<file path="src/sv/bcd_clock_to_epoch_nanoseconds_defines.svh">
// ----------------------------------------------------------------------------
// bcd_clock_to_epoch_nanoseconds_defines.svh
// Assertion macros for the RTC snapshot to epoch converter.
// ----------------------------------------------------------------------------
`ifndef BCD_CLOCK_TO_EPOCH_NANOSECONDS_DEFINES_SVH
`define BCD_CLOCK_TO_EPOCH_NANOSECONDS_DEFINES_SVH

// same-cycle implication, clocked on i_clk, off during reset
`define BCD2NS_ASSERT_NOW(lbl, ante, cons) \
    lbl: assert property (@(posedge i_clk) disable iff (!i_rst_n) (ante) |-> (cons)) \
        else $error("bcd2ns assertion failed");

// next-cycle implication
`define BCD2NS_ASSERT_NEXT(lbl, ante, cons) \
    lbl: assert property (@(posedge i_clk) disable iff (!i_rst_n) (ante) |=> (cons)) \
        else $error("bcd2ns assertion failed");

`endif

</file>
<file path="src/sv/bcd2ns_pkg.sv">
// ----------------------------------------------------------------------------
// bcd2ns_pkg
// Constants and day-of-year table for the RTC snapshot to epoch converter.
// ----------------------------------------------------------------------------
`default_nettype none

package bcd2ns_pkg;

    localparam int unsigned NS_W    = 63;
    localparam int unsigned TOTAL_W = 34;
    localparam int unsigned HALF_W  = 17;
    localparam int unsigned PROD_W  = 47;

    localparam logic [NS_W-1:0]    RESULT_LIMIT = 63'd7400000000000000000;
    localparam logic [TOTAL_W-1:0] SEC_LIMIT    = 34'd7400000000;
    localparam logic [29:0]        NS_PER_SEC   = 30'd1000000000;
    localparam logic [16:0]        SEC_PER_DAY  = 17'd86400;
    // days from 1600-03-01 to 1970-01-01, plus one for the 1-based day of month
    localparam logic [17:0]        DAY_BIAS     = 18'd135081;

    // days from March 1 to the first of month index mp (March = 0)
    function automatic logic [8:0] doy_of(input logic [3:0] mp);
        logic [8:0] d;
        case (mp)
            4'd0:    d = 9'd0;
            4'd1:    d = 9'd31;
            4'd2:    d = 9'd61;
            4'd3:    d = 9'd92;
            4'd4:    d = 9'd122;
            4'd5:    d = 9'd153;
            4'd6:    d = 9'd184;
            4'd7:    d = 9'd214;
            4'd8:    d = 9'd245;
            4'd9:    d = 9'd275;
            4'd10:   d = 9'd306;
            4'd11:   d = 9'd337;
            default: d = 9'd0;
        endcase
        return d;
    endfunction

endpackage

`default_nettype wire

</file>
<file path="src/sv/bcd2ns_in_if.sv">
// ----------------------------------------------------------------------------
// bcd2ns_in_if
// Snapshot channel: six raw RTC time registers with valid/ready.
// ----------------------------------------------------------------------------
`default_nettype none

interface bcd2ns_in_if;
    logic       valid;
    logic       ready;
    logic [7:0] seconds_bcd;
    logic [7:0] minutes_bcd;
    logic [7:0] hours_code;
    logic [7:0] date_bcd;
    logic [7:0] month_century;
    logic [7:0] year_bcd;

    modport source (
        output valid, seconds_bcd, minutes_bcd, hours_code, date_bcd,
               month_century, year_bcd,
        input  ready
    );
    modport sink (
        input  valid, seconds_bcd, minutes_bcd, hours_code, date_bcd,
               month_century, year_bcd,
        output ready
    );
endinterface

`default_nettype wire

</file>
<file path="src/sv/bcd2ns_out_if.sv">
// ----------------------------------------------------------------------------
// bcd2ns_out_if
// Result channel: epoch nanoseconds with valid/ready.
// ----------------------------------------------------------------------------
`default_nettype none

interface bcd2ns_out_if;
    logic        valid;
    logic        ready;
    logic [62:0] epoch_nanoseconds;

    modport source (output valid, epoch_nanoseconds, input ready);
    modport sink   (input valid, epoch_nanoseconds, output ready);
endinterface

`default_nettype wire

</file>
<file path="src/sv/bcd_clock_to_epoch_nanoseconds.sv">
// ----------------------------------------------------------------------------
// bcd_clock_to_epoch_nanoseconds
// Converts a BCD RTC snapshot to nanoseconds since 1970-01-01 UTC.
// ----------------------------------------------------------------------------
// channel   dir  modport  payload
// i_snap    in   sink     seconds/minutes/hours/date/month_century/year, 8b each
// o_time    out  source   epoch_nanoseconds, 63b
//
// Six-stage pipeline: decode, constant multiplies, day sum, day*86400,
// split 34x30 multiply, recombine/saturate. One transfer per cycle in and
// out while o_time is not stalled. A stall on o_time freezes all stages
// together, and i_snap.ready drops only in reset or while the output stage
// is full and not taken.
// Reset (synchronous, active low) clears the stage valid bits only.
// ----------------------------------------------------------------------------
`default_nettype none
`include "bcd_clock_to_epoch_nanoseconds_defines.svh"

module bcd_clock_to_epoch_nanoseconds (
    input  wire            i_clk,
    input  wire            i_rst_n,
    bcd2ns_in_if.sink      i_snap,
    bcd2ns_out_if.source   o_time
);

    localparam int unsigned NSTG = 6;

    logic [NSTG-1:0] r_vld;
    logic            w_adv;

    // stage 1
    logic [7:0]  n_sec, r_sec1;
    logic [7:0]  n_min, r_min1;
    logic [5:0]  n_hour, r_hour1;
    logic [5:0]  n_mday, r_mday1;
    logic [9:0]  n_yoff, r_yoff1;
    logic [3:0]  n_mp, r_mp1;
    // stage 2
    logic [17:0] r_y365, r_tsec2, r_tsec3, n_tsec;
    logic [7:0]  r_leap, n_leap;
    logic [8:0]  r_doy;
    logic [5:0]  r_mday2;
    // stage 3
    logic [16:0] r_days;
    // stage 4
    logic [bcd2ns_pkg::TOTAL_W-1:0] r_total;
    // stage 5
    logic [bcd2ns_pkg::PROD_W-1:0]  r_plo, r_phi;
    logic                           r_sat;
    // stage 6
    logic [bcd2ns_pkg::NS_W-1:0]    r_ns;

    logic [5:0]  w_hu;
    logic [4:0]  w_m1;
    logic [3:0]  w_mon;
    logic [9:0]  w_yadj;
    logic [15:0] w_q100p;
    logic [2:0]  w_q100;

    assign w_adv        = !r_vld[NSTG-1] || o_time.ready;
    assign i_snap.ready = w_adv && i_rst_n;
    assign o_time.valid = r_vld[NSTG-1];
    assign o_time.epoch_nanoseconds = r_ns;

    // stage 1 decode
    always_comb begin
        n_sec = 8'(i_snap.seconds_bcd[3:0]) + 8'(i_snap.seconds_bcd[7:4]) * 8'd10;
        n_min = 8'(i_snap.minutes_bcd[3:0]) + 8'(i_snap.minutes_bcd[7:4]) * 8'd10;
        n_mday = 6'(i_snap.date_bcd[3:0]) + 6'(i_snap.date_bcd[5:4]) * 6'd10;

        w_hu = 6'(i_snap.hours_code[3:0]) + (i_snap.hours_code[4] ? 6'd10 : 6'd0);
        n_hour = w_hu;
        if (i_snap.hours_code[6]) begin
            if (w_hu == 6'd12) begin
                n_hour = 6'd0;
            end
            if (i_snap.hours_code[5]) begin
                n_hour = n_hour + 6'd12;
            end
        end else if (i_snap.hours_code[5]) begin
            n_hour = w_hu + 6'd20;
        end

        // month 0..25 raw; w_yadj is year adjust plus one
        w_m1 = 5'(i_snap.month_century[3:0]) + (i_snap.month_century[4] ? 5'd10 : 5'd0);
        if (w_m1 == 5'd0) begin
            w_mon  = 4'd11;
            w_yadj = 10'd0;
        end else if (w_m1 <= 5'd12) begin
            w_mon  = 4'(w_m1 - 5'd1);
            w_yadj = 10'd1;
        end else if (w_m1 <= 5'd24) begin
            w_mon  = 4'(w_m1 - 5'd13);
            w_yadj = 10'd2;
        end else begin
            w_mon  = 4'd0;
            w_yadj = 10'd3;
        end

        // years counted from 1600, March-based
        n_yoff = 10'd400 + 10'(i_snap.year_bcd[3:0]) + 10'(i_snap.year_bcd[7:4]) * 10'd10
               + (i_snap.month_century[7] ? 10'd100 : 10'd0) + w_yadj - 10'd1
               - ((w_mon <= 4'd1) ? 10'd1 : 10'd0);
        n_mp = (w_mon >= 4'd2) ? (w_mon - 4'd2) : (w_mon + 4'd10);
    end

    // stage 2 helpers
    always_comb begin
        w_q100p = 16'(r_yoff1) * 16'd41;
        w_q100  = w_q100p[14:12];
        n_leap  = 8'(r_yoff1[9:2]) - 8'(w_q100) + ((r_yoff1 >= 10'd400) ? 8'd1 : 8'd0);
        n_tsec  = 18'(r_hour1) * 18'd3600 + 18'(r_min1) * 18'd60 + 18'(r_sec1);
    end

    always_ff @(posedge i_clk) begin
        if (!i_rst_n) begin
            r_vld <= '0;
        end else if (w_adv) begin
            r_vld <= {r_vld[NSTG-2:0], i_snap.valid};
        end
    end

    always_ff @(posedge i_clk) begin
        if (w_adv) begin
            r_sec1  <= n_sec;
            r_min1  <= n_min;
            r_hour1 <= n_hour;
            r_mday1 <= n_mday;
            r_yoff1 <= n_yoff;
            r_mp1   <= n_mp;

            r_y365  <= 18'(r_yoff1) * 18'd365;
            r_leap  <= n_leap;
            r_doy   <= bcd2ns_pkg::doy_of(r_mp1);
            r_mday2 <= r_mday1;
            r_tsec2 <= n_tsec;

            r_days  <= 17'(r_y365 + 18'(r_leap) + 18'(r_doy) + 18'(r_mday2)
                           - bcd2ns_pkg::DAY_BIAS);
            r_tsec3 <= r_tsec2;

            r_total <= 34'(r_days) * 34'(bcd2ns_pkg::SEC_PER_DAY) + 34'(r_tsec3);

            r_sat <= (r_total > bcd2ns_pkg::SEC_LIMIT);
            r_plo <= 47'(r_total[bcd2ns_pkg::HALF_W-1:0]) * 47'(bcd2ns_pkg::NS_PER_SEC);
            r_phi <= 47'(r_total[bcd2ns_pkg::TOTAL_W-1:bcd2ns_pkg::HALF_W])
                   * 47'(bcd2ns_pkg::NS_PER_SEC);

            r_ns <= r_sat ? bcd2ns_pkg::RESULT_LIMIT
                          : 63'({r_phi, 17'd0}) + 63'(r_plo);
        end
    end

    `BCD2NS_ASSERT_NEXT(a_accept_enters, i_snap.valid && i_snap.ready, r_vld[0])
    `BCD2NS_ASSERT_NOW(a_result_limit, o_time.valid,
        o_time.epoch_nanoseconds <= bcd2ns_pkg::RESULT_LIMIT)
    `BCD2NS_ASSERT_NEXT(a_stall_freezes, o_time.valid && !o_time.ready,
        r_vld == $past(r_vld) && $stable(r_ns))

endmodule

`default_nettype wire

</file>
<file path="src/flat_wrapper.sv">
// flat-port wrapper written by rule: the top's interface ports become plain ports
module bcd_clock_to_epoch_nanoseconds_flat 
  (i_clk, i_rst_n, i_snap_valid, i_snap_seconds_bcd, i_snap_minutes_bcd, i_snap_hours_code, i_snap_date_bcd, i_snap_month_century, i_snap_year_bcd, i_snap_ready, o_time_valid, o_time_epoch_nanoseconds, o_time_ready);
  bcd2ns_in_if i_snap_i ();
  bcd2ns_out_if o_time_i ();
  input  wire i_clk;
  input  wire i_rst_n;
  input wire logic [$bits(i_snap_i.valid)-1:0] i_snap_valid;
  input wire logic [$bits(i_snap_i.seconds_bcd)-1:0] i_snap_seconds_bcd;
  input wire logic [$bits(i_snap_i.minutes_bcd)-1:0] i_snap_minutes_bcd;
  input wire logic [$bits(i_snap_i.hours_code)-1:0] i_snap_hours_code;
  input wire logic [$bits(i_snap_i.date_bcd)-1:0] i_snap_date_bcd;
  input wire logic [$bits(i_snap_i.month_century)-1:0] i_snap_month_century;
  input wire logic [$bits(i_snap_i.year_bcd)-1:0] i_snap_year_bcd;
  output wire logic [$bits(i_snap_i.ready)-1:0] i_snap_ready;
  output wire logic [$bits(o_time_i.valid)-1:0] o_time_valid;
  output wire logic [$bits(o_time_i.epoch_nanoseconds)-1:0] o_time_epoch_nanoseconds;
  input wire logic [$bits(o_time_i.ready)-1:0] o_time_ready;
  assign i_snap_i.valid = i_snap_valid;
  assign i_snap_i.seconds_bcd = i_snap_seconds_bcd;
  assign i_snap_i.minutes_bcd = i_snap_minutes_bcd;
  assign i_snap_i.hours_code = i_snap_hours_code;
  assign i_snap_i.date_bcd = i_snap_date_bcd;
  assign i_snap_i.month_century = i_snap_month_century;
  assign i_snap_i.year_bcd = i_snap_year_bcd;
  assign i_snap_ready = i_snap_i.ready;
  assign o_time_valid = o_time_i.valid;
  assign o_time_epoch_nanoseconds = o_time_i.epoch_nanoseconds;
  assign o_time_i.ready = o_time_ready;
  bcd_clock_to_epoch_nanoseconds u_core (.i_clk(i_clk), .i_rst_n(i_rst_n), .i_snap(i_snap_i), .o_time(o_time_i));
endmodule
</file>
<file path="config.mk">
export PLATFORM = sky130hd
export DESIGN_NAME = bcd_clock_to_epoch_nanoseconds_flat
export DESIGN_NICKNAME = d
export VERILOG_FILES = /design/src/sv/bcd2ns_pkg.sv /design/src/sv/bcd2ns_in_if.sv /design/src/sv/bcd2ns_out_if.sv /design/src/sv/bcd_clock_to_epoch_nanoseconds.sv /design/src/flat_wrapper.sv
export VERILOG_INCLUDE_DIRS = /design/src /design/src/sv
export SDC_FILE = /design/constraint.sdc
export NUM_CORES = 2
export LEC_CHECK = 0
export ABC_AREA = 1
export BUFFER_PORTS_ARGS = -buffer_cell sky130_fd_sc_hd__buf_2
export CORE_UTILIZATION = 45
export DETAILED_ROUTE_END_ITERATION = 7
export PLACE_DENSITY = 0.7
export SETUP_SLACK_MARGIN = 0.3
export SYNTH_ARGS = -nofsm -noshare
export SYNTH_HDL_FRONTEND = slang
export SYNTH_SLANG_ARGS = --single-unit
</file>
<file path="constraint.sdc">
create_clock -name i_clk -period 10.5 [get_ports i_clk]
set_clock_uncertainty 0.2 [all_clocks]
set_input_delay 2.1 -clock i_clk [delete_from_list [all_inputs] [get_ports i_clk]]
set_output_delay 2.1 -clock i_clk [all_outputs]
set_load 0.02 [all_outputs]
</file>
==> flow_summary.rst <==
.. list-table::
   :header-rows: 1

   * - Metric
     - Value
   * - Minimum clock period
     - 6.14 ns
   * - Placer's final routability congestion estimate
     - 0.940
   * - Slew at the pin closest to its max-slew limit
     - 1.10 ns
   * - Peak fanout along the critical path
     - 7
   * - # Post-CTS Setup Buffers
     - 0
   * - Worst hold stages
     - 0
   * - Cell at the root of the clock tree
     - clkbuf_16
   * - Detailed placement HPWL
     - 66300 um
   * - Drt initial violations
     - 1009
   * - Number of synthesized flops with an enable pin
     - 299
   * - End of the worst hold path
     - u_core.r_tsec3[15]$_DFFE_PN_
   * - Std-Cell Rows
     - 105
   * - Hold Crit Class
     - flop to flop
   * - Sinks on the clock net
     - 305
   * - Average instance area after synthesis
     - 9.35 um2
   * - Synth cell count leaders
     - inv_1, ha_1, nand2_1
   * - Endpoint of the worst-slack reg-to-reg timing path
     - u_core.r_phi[44]$_DFFE_PN_
   * - Max cap viols
     - 0
   * - Area inside the core boundary
     - 82200 um2
   * - R2R Path Start
     - u_core.r_total[22]$_DFFE_PN_
   * - Port bufs
     - 102
   * - Count of synthesis-stage warnings from yosys
     - 0
   * - Max-slew violation count
     - 0
   * - Buffer depth of the longest clock path
     - 3
   * - Maximum number of pins on one net before global-route repair
     - 108
   * - Leading cell type by number of instances after synthesis
     - inv_1
   * - Instance count of the mapped netlist
     - 4012
   * - Number of detailed-route iterations in the first pass
     - 5
   * - Cell Area, Synth
     - 37500 um2
   * - Achievable Freq
     - 0.163 GHz
   * - Number of hold-slack violations in the final timing report
     - 0
   * - CTS Hold Bufs
     - 0
   * - Status
     - finished, final reports clean
   * - CTS tree
     - yes
   * - Routed length per instance
     - 14.8 um
   * - Share of the clock period used by the worst path
     - 58.4%
   * - Die height
     - 291 um
   * - Slack of the worst reg-to-reg path
     - 4.36 ns
   * - Horizontal die dimension
     - 291 um
   * - Final Instance Area
     - 40500 um2
   * - Initial Util
     - 45.6%
   * - Area after detailed placement
     - 39300 um2
   * - Largest cells by area after synthesis
     - edfxtp_1, ha_1, fa_1, inv_1, nand2_1
   * - Final wirelength
     - 77600 um
   * - Synth top area share
     - 23.9%
   * - Dominant synthesized flop cell
     - edfxtp_1
   * - Fraction of the core area covered by cells at the end of the flow
     - 49.3%
   * - Post-route ant nets
     - 0
   * - Portion of the post-synthesis area used by sequential elements
     - 24.2%
   * - Number of distinct library cell variants in the gate-level netlist after synthesis
     - 56
   * - Quantity of gates resized following cts
     - 0
   * - Grt ovf
     - 0
   * - Antenna violations before repair
     - 0
   * - Later-pin clock latency in the skew report
     - 0.57 ns
   * - Number of nets in the layout
     - 5243
   * - Die area
     - 84500 um2
   * - Normalized max-slew margin
     - 26.6%
   * - Critical path launch point type
     - flop
   * - Via count
     - 25.7k
   * - Worst hold start
     - u_core.r_tsec2[15]$_DFFE_PN_
   * - Number of setup violations in the final report
     - 0
   * - First-pass GRT wire length
     - 129000 um
   * - CTS Buf Count
     - 37
   * - RSZ-0062 raised after global routing
     - false
   * - CP required
     - 10.61 ns
   * - Length in cells of the worst reg-to-reg path
     - 21
   * - Share of flip-flops with an asynchronous set or reset after synthesis
     - 0%
   * - Sum of negative setup slack
     - 0 ns
   * - DRC viols
     - 0
   * - Number of antenna repair diodes
     - 0
   * - Synth-to-layout area growth
     - 8.01%
   * - Number of global-route vias before repair
     - 26.6k
   * - Number of flip-flops and latches in the synthesized netlist
     - 305
   * - Clock slew at reported path FFs
     - 0.06 ns
   * - Cell type with the largest total area after synthesis
     - edfxtp_1
   * - Level count of the clock H-tree
     - 2
   * - Num ports
     - 117
   * - Via/cell ratio
     - 4.90
   * - Combined global-route utilization of all metal layers
     - 18.7%
   * - Arrival time of data at the critical path endpoint
     - 6.25 ns
   * - Layout cells sized above 1
     - 5.70%
   * - CP Capture Type
     - flop
   * - Worst Path Class, Setup
     - flop to flop
==> routing by layer <==
layer / GRT usage, % / share of wire (%)
met5: 0 / 0
met4: 5.78 / 2.9
met3: 2.30 / 3.2
met2: 35.2 / 52
met1: 22.0 / 42
==> how the worst max path moves through the flow <==
stage / startpoint / to / slack (ns) / cells past startpoint
global route: u_core.r_total[15]$_DFFE_PN_ / u_core.r_plo[43]$_DFFE_PN_ / 3.96 / 21
finish: u_core.r_total[22]$_DFFE_PN_ / u_core.r_phi[44]$_DFFE_PN_ / 4.36 / 21
CTS: u_core.r_total[22]$_DFFE_PN_ / u_core.r_phi[44]$_DFFE_PN_ / 4.34 / 21
floorplan: o_time_ready / u_core.o_time.epoch_nanoseconds[10]$_SDFFCE_PP0N_ / 1.61 / 2
detailed placement: i_snap_month_century[4] / u_core.r_yoff1[8]$_DFFE_PN_ / 4.23 / 20
global placement: i_snap_month_century[1] / u_core.r_yoff1[8]$_DFFE_PN_ / 4.32 / 20
==> layout by cell type (no fill, tap or decap), types with 37 or more instances in the layout <==
cell       instances
a21oi_1          225
buf_2            102
clkbuf_16         38
edfxtp_1         299
fa_1             396
ha_1             647
inv_1           1036
nand2_1          506
nand3_1          124
nand4_1           37
nor2_1           183
o21ai_0          135
xnor2_1           62
xor2_1           126
==> state kept, by name, summed over array words and instances (netlist names), 8 cells and up <==
register                         count
u_core.o_time.epoch_nanoseconds     54
u_core.r_plo                        38
u_core.r_phi                        37
u_core.r_total                      34
u_core.r_tsec2                      18
u_core.r_tsec3                      18
u_core.r_days                       17
u_core.r_y365                       17
u_core.r_yoff1                      10
u_core.r_doy                         9
u_core.r_leap                        8
u_core.r_min1                        8
u_core.r_sec1                        8
==> worst max-delay path, cell delays in order, from the launching register on <==
cell      delay, ns
edfxtp_1       0.61
inv_1          0.17
ha_1           0.37
inv_1          0.10
fa_1           0.51
inv_1          0.06
fa_1           0.49
inv_1          0.05
fa_1           0.50
inv_1          0.07
fa_1           0.51
fa_1           0.49
ha_1           0.36
nand2_1        0.12
nor2_1         0.24
nand2_1        0.07
o21ai_0        0.43
nand3_1        0.14
nand2_1        0.15
nand2_1        0.09
nand3_1        0.07
nand2_1        0.07
==> per-stage QoR <==
step	hold slack, ns	worst slack [ns]	instances
floorplan	0.200	1.61	4020
global placement	0.202	4.32	5179
detailed placement	0.205	4.23	5179
CTS	0.209	4.34	5245
global route	0.211	3.96	5245
finish	0.210	4.36	5245
==> cell type report <==
cell class / count / area, um2
Clock buffer: 45 / 977
Clock inverter: 21 / 210
Fill cell: 7642 / 41700
Inverter: 1049 / 3950
Multi-Input combinational cell: 2649 / 24400
Sequential cell: 305 / 9100
Tap cell: 1070 / 1340
Timing Repair Buffer: 106 / 541
==> cell families after synthesis <==
kind of cell	synth area share [%]
and+or+nand+nor	10.9
other	0.00999
xor gates and xnor gates	4.43
adders and majority gates	42.7
DFF	24.2
AOI/OAI and AO/OA	6.97
buffers and inverters	10.8
Power is not shown: default switching activity piles up to over one toggle a cycle in this logic, so the estimate is an artifact.
